File: config.mk
export PLATFORM = sky130hd
export DESIGN_NAME = sawd_div
export DESIGN_NICKNAME = d
export VERILOG_FILES = /design/src/sawd_pkg.sv /design/src/sawd_div.sv
export SDC_FILE = /design/constraint.sdc
export NUM_CORES = 1
export LEC_CHECK = 0
export BUFFER_PORTS_ARGS = -buffer_cell sky130_fd_sc_hd__buf_2
export CAP_MARGIN = 20
export CORE_MARGIN = 5
export CORE_UTILIZATION = 60
export DETAILED_ROUTE_END_ITERATION = 8
export PLACE_DENSITY = 0.95
export RECOVER_POWER = 100
export SLEW_MARGIN = 0
export SYNTH_ARGS = -nofsm -noshare
export SYNTH_HDL_FRONTEND = slang
export SYNTH_SLANG_ARGS = --single-unit
File: constraint.sdc
create_clock -name clk -period 5.4 [get_ports clk]
set_input_delay 0.27 -clock clk [delete_from_list [all_inputs] [get_ports clk]]
set_output_delay 0.27 -clock clk [all_outputs]
set_load 0.005 [all_outputs]
File: src/sawd_pkg.sv
// -----------------------------------------------------------------------------
// sawd_pkg
// Function codes, register indexes, fixed widths and reset values of the density block.
// -----------------------------------------------------------------------------
`default_nettype none

package sawd_pkg;

    // input function codes
    localparam logic [1:0] FUNC_LOAD = 2'd0;
    localparam logic [1:0] FUNC_RECT = 2'd1;
    localparam logic [1:0] FUNC_TILE = 2'd2;

    // configuration register indexes
    localparam logic [1:0] REG_GRID_WIDTH   = 2'd0;
    localparam logic [1:0] REG_GRID_HEIGHT  = 2'd1;
    localparam logic [1:0] REG_WINDOW_CELLS = 2'd2;
    localparam logic [1:0] REG_STEP_CELLS   = 2'd3;

    localparam int CFG_W   = 9;   // configuration register width
    localparam int CRD_W   = 13;  // coordinate width for index arithmetic
    localparam int CELLS_W = 18;  // full cell count of a clipped window
    localparam int DIV_STEPS = 48; // quotient bits of (occupancy << 16) / cells

    localparam logic [CFG_W-1:0] RST_GRID_WIDTH   = 9'd256;
    localparam logic [CFG_W-1:0] RST_GRID_HEIGHT  = 9'd256;
    localparam logic [CFG_W-1:0] RST_WINDOW_CELLS = 9'd32;
    localparam logic [CFG_W-1:0] RST_STEP_CELLS   = 9'd16;

endpackage

`default_nettype wire

File: src/sawd_div.sv
// -----------------------------------------------------------------------------
// sawd_div
// Restoring divider, one quotient bit per cycle: (dividend << 16) / divisor,
// saturated to 32 bits.
// -----------------------------------------------------------------------------
`default_nettype none

module sawd_div (
    input  wire logic                          clk,
    input  wire logic                          rst_n,
    input  wire logic                          start,
    input  wire logic [31:0]                   dividend,
    input  wire logic [sawd_pkg::CELLS_W-1:0]  divisor,
    output logic                               done,
    output logic [31:0]                        quotient
);

    localparam int NW = sawd_pkg::DIV_STEPS;
    localparam int DW = sawd_pkg::CELLS_W;

    logic            run_reg, run_next;
    logic            done_reg, done_next;
    logic [5:0]      cnt_reg, cnt_next;
    logic [NW-1:0]   num_reg, num_next;
    logic [DW-1:0]   rem_reg, rem_next;
    logic [DW-1:0]   den_reg, den_next;
    logic [DW:0]     trial;
    logic [DW:0]     diff;
    logic            fits;

    assign trial = {rem_reg, num_reg[NW-1]};
    assign diff  = trial - {1'b0, den_reg};
    assign fits  = (trial >= {1'b0, den_reg});

    always_comb
    begin
        run_next  = run_reg;
        done_next = 1'b0;
        cnt_next  = cnt_reg;
        num_next  = num_reg;
        rem_next  = rem_reg;
        den_next  = den_reg;
        if (start)
        begin
            run_next = 1'b1;
            cnt_next = 6'(NW - 1);
            num_next = {dividend, 16'd0};
            rem_next = '0;
            den_next = divisor;
        end
        else if (run_reg)
        begin
            rem_next = fits ? diff[DW-1:0] : trial[DW-1:0];
            num_next = {num_reg[NW-2:0], fits};
            cnt_next = cnt_reg - 6'd1;
            if (cnt_reg == '0)
            begin
                run_next  = 1'b0;
                done_next = 1'b1;
            end
        end
    end

    always_ff @(posedge clk or negedge rst_n)
    begin
        if (!rst_n)
        begin
            run_reg  <= 1'b0;
            done_reg <= 1'b0;
            cnt_reg  <= '0;
        end
        else
        begin
            run_reg  <= run_next;
            done_reg <= done_next;
            cnt_reg  <= cnt_next;
        end
    end

    always_ff @(posedge clk)
    begin
        num_reg <= num_next;
        rem_reg <= rem_next;
        den_reg <= den_next;
    end

    assign done     = done_reg;
    assign quotient = (|num_reg[NW-1:32]) ? 32'hFFFF_FFFF : num_reg[31:0];

endmodule

`default_nettype wire

==> results.md <==
- The run finished, with violations left.
- The final reports fail on capacitance limit, slew limit.
- The core area is 7730 um^2.
- The number of cells produced by synthesis is 439.
- The starting density of the core is 0.618.
- Adding up every negative setup slack in the final design gives 0 ps.
- The share of flip-flops with an asynchronous set or reset is 0.0870.
- Entering global routing, the biggest net connects 67 pins.
- The number of sinks driven by the clock tree is 92.
- The critical path is of the flop to flop type.
- Gates resized during post-CTS repair numbered 0.
- The arrival time of data at the critical path endpoint is 3760 ps.
- The clock tree root driver cell is sky130_fd_sc_hd__clkbuf_8.
- The number of antenna repair diodes is 0.
- The floorplan step defined a die boundary enclosing 9840 um^2.
- The static leakage power is 0.00227 uW.
- For this design the total switching power over the nets is 533 uW.
- Between clock sinks in the finished design, the worst skew comes to 20.8 ps.
- The total track usage is 0.206.
- Dividing the detail-routed wire length by the instance count gives 16.4 um.
- The number of storage elements in the synthesis netlist is 92.
- The congestion estimate from routability-driven global placement came to 0.924.
- Detailed placement finished with a half-perimeter wire length of 7280 um.
- The H-tree level count is 3.
- The wire length after detailed routing is 10,200 um.
- Setup violations remaining at the end of the flow were counted as 0.
- The netlist uses 50 different library cells.
- Synthesis produced a netlist with a net count of 513.
- The worst endpoint required time is 5620 ps.
- The worst setup path is captured at a flop.
- Headroom to the max-slew limit came out at -0.555.
- The number of warnings issued by yosys is 0.
- The via count of the first global-routing pass is 3,511.
- The die height is 99.2 um.
- The share of total power dissipated in sequential elements is 0.497.
- At the pin with the least slew margin, the transition time is 2330 ps.
- The number of rows created at floorplan is 32.
- The clock tree from TritonCTS is done.
- Port buffering added 85 buffers.
- Counting I/O delays and the setup requirement, the final critical path takes 3540 ps.
- Across the VDD grid, the largest voltage drop is 0.000173 V.
- The detailed-route DRC error count is 0.
- The width of the chip is 99.2 um.
- In this run the count of I/O pins placed on the die edge is 86.
- In this run the remaining antenna-violating nets after routing total 0.
- Timing analysis after detailed placement gives a worst setup slack of 2740 ps.
- The top flip-flop cell by instance count after synthesis is sky130_fd_sc_hd__edfxtp_1.
- Max-cap violations in this run came to 1.
- In the finished design, the share of the clock period the worst path needs comes to 0.655.
- The final hold violation count is 0.
- The final layout contains 590 nets.
- After clock tree synthesis, the clock-pin slew on the worst setup and hold paths is 90 ps.
- In this run, synthesis inferred 50 flip-flops with an integrated enable.
- After synthesis, the mean cell area works out to 10.9 um^2.
- The first detailed-routing pass ran for 5 iterations.
- Of the total power, the clock network draws 0.260.
- The per-cell via count in the routed design is 5.80.
- The initial antenna violation count is 0.
- The number of buffers on the longest clock path is 2.
- The global-route wire length before repair is 16,500 um.
- The share of the yosys chip area belonging to registers is 0.499.
- The relative contribution of combinational cells to total power is 0.244.
- The minimum setup slack in the final design is 1860 ps.
- The register with the most flip-flops in the layout has 48 of them.
- The number of vias in the routed layout is 3,616.
- Post-CTS timing repair inserted 0 buffers for setup.
- The internal power consumption is 1190 uW.
- Setup repair after global routing left no endpoint under its margin.
- The kind of start point of the critical path is a flop.
- The maximum clock frequency is 283 MHz.
- The final max-slew violation count is 47.
- The number of clock buffers added by TritonCTS is 9.
- The power per standard cell area is 321 nW/um^2.
- Clock latency on the worst-skew pair, taken at its later pin, is 370 ps.
- Along the worst path, the maximum fanout reaches 46.
- The switching part of the total power is 0.309.
- The aggregate global routing overflow is 0.
- The class of the worst hold path is input pin to flop.
- The violation count after the first detailed-route iteration is 219.
- The synthesized netlist occupies a cell area of 4770 um^2.
- The layout overhead on the synthesized area is 12.7%.
- Of the cells placed in the final design, the portion with a size suffix greater than 1 is 0.244.
## layout make-up
type | count | area (um^2)
fill | 561 | 2350
tap | 102 | 128
clock buffer | 11 | 153
clock inverter | 5 | 41.3
timing repair buffer | 90 | 435
multi-input combinational | 301 | 2160
sequential | 92 | 2380
inverter | 22 | 82.6
## critical path, stage by stage (launching register included)
cell                       delay, ps
sky130_fd_sc_hd__dfrtp_1         350
sky130_fd_sc_hd__clkbuf_1       1660
sky130_fd_sc_hd__nor2b_1         740
sky130_fd_sc_hd__buf_4           430
sky130_fd_sc_hd__a22o_1          210
## power groups by stage
stage / registers [uW] / logic, uW / clock network, uW
after floorplan: 853 / 351 / 0
after global placement: 867 / 401 / 0
after detailed placement: 871 / 415 / 0
after CTS: 855 / 420 / 458
after global routing: 864 / 465 / 486
final: 857 / 420 / 448
## path summary, 6_finish.rpt
path / startpoint / cells after the start / slack (ps) / to
setup / recovery: run_reg / 4 / 1860 / num_reg[39]
hold / removal: divisor[11] / 1 / 80 / den_reg[11]
setup reg to reg: run_reg / 4 / 1860 / num_reg[39]
hold reg to reg: rem_reg[6] / 2 / 510 / rem_reg[6]
max in group asynchronous: rst_n / 2 / 4730 / cnt_reg[2]
min in group asynchronous: rst_n / 2 / 350 / cnt_reg[0]
## placed cells by master (no fill, tap or decap), drive strengths merged, types with 14 or more instances in the layout
cell    count
nand2      28
dfxtp      34
ha         20
a22o       31
o21ai      15
edfxtp     50
nor2       40
mux2i      24
a211oi     16
inv        25
a21oi      14
buf        69
or2        32
clkbuf     31
## cells in the mapped netlist, drive strengths merged, types with 8 or more instances
cell type / count / area (um^2)
edfxtp: 50 / 1500
nor2: 40 / 150
dfxtp: 34 / 681
or2: 32 / 200
a22o: 31 / 272
nand2: 28 / 110
mux2i: 24 / 240
inv: 22 / 82.6
ha: 20 / 250
a211oi: 16 / 133
clkbuf: 15 / 56.3
o21ai: 15 / 82.6
a21oi: 14 / 73.8
xnor2: 13 / 114
nand2b: 11 / 68.8
buf: 9 / 95.1
dfrtp: 8 / 200
## what timing repair did
action,4_1_cts,5_1_grt
endpoints found under the setup margin,0,0
endpoints found under the hold margin,8,0
hold buffers,1,0
## metrics by stage
step	hold WS (ps)	power (uW)	utilization	cell area, um^2	std cells
floorplan	-25.6	1200	-	4770	439
global placement	117	1270	0.673	5200	605
detailed placement	122	1290	0.673	5200	605
CTS	70.3	1730	0.699	5400	622
global route	65.1	1810	0.696	5380	623
finish	82.1	1730	0.696	5380	623
## metal layers
metal,track usage,wire length (um),vias up,part of all wire
li1,-,-,1756,-
met5,0,0,-,0
met3,0.0330,497,23,0.049
met2,0.349,5260,113,0.51
met4,0.0840,234,0,0.023
met1,0.262,4250,1724,0.42
## kinds of logic after synthesis
| kind of cell | after synthesis | share of synthesized area |
|---|---|---|
| fa+ha+maj | 21 | 0.0566 |
| compound gates | 103 | 0.167 |
| mux | 24 | 0.0503 |
| buf+inv | 46 | 0.0490 |
| xor+xnor | 20 | 0.0367 |
| simple gates | 133 | 0.141 |
| flops | 92 | 0.499 |
Power figures use the tool's default switching activity.
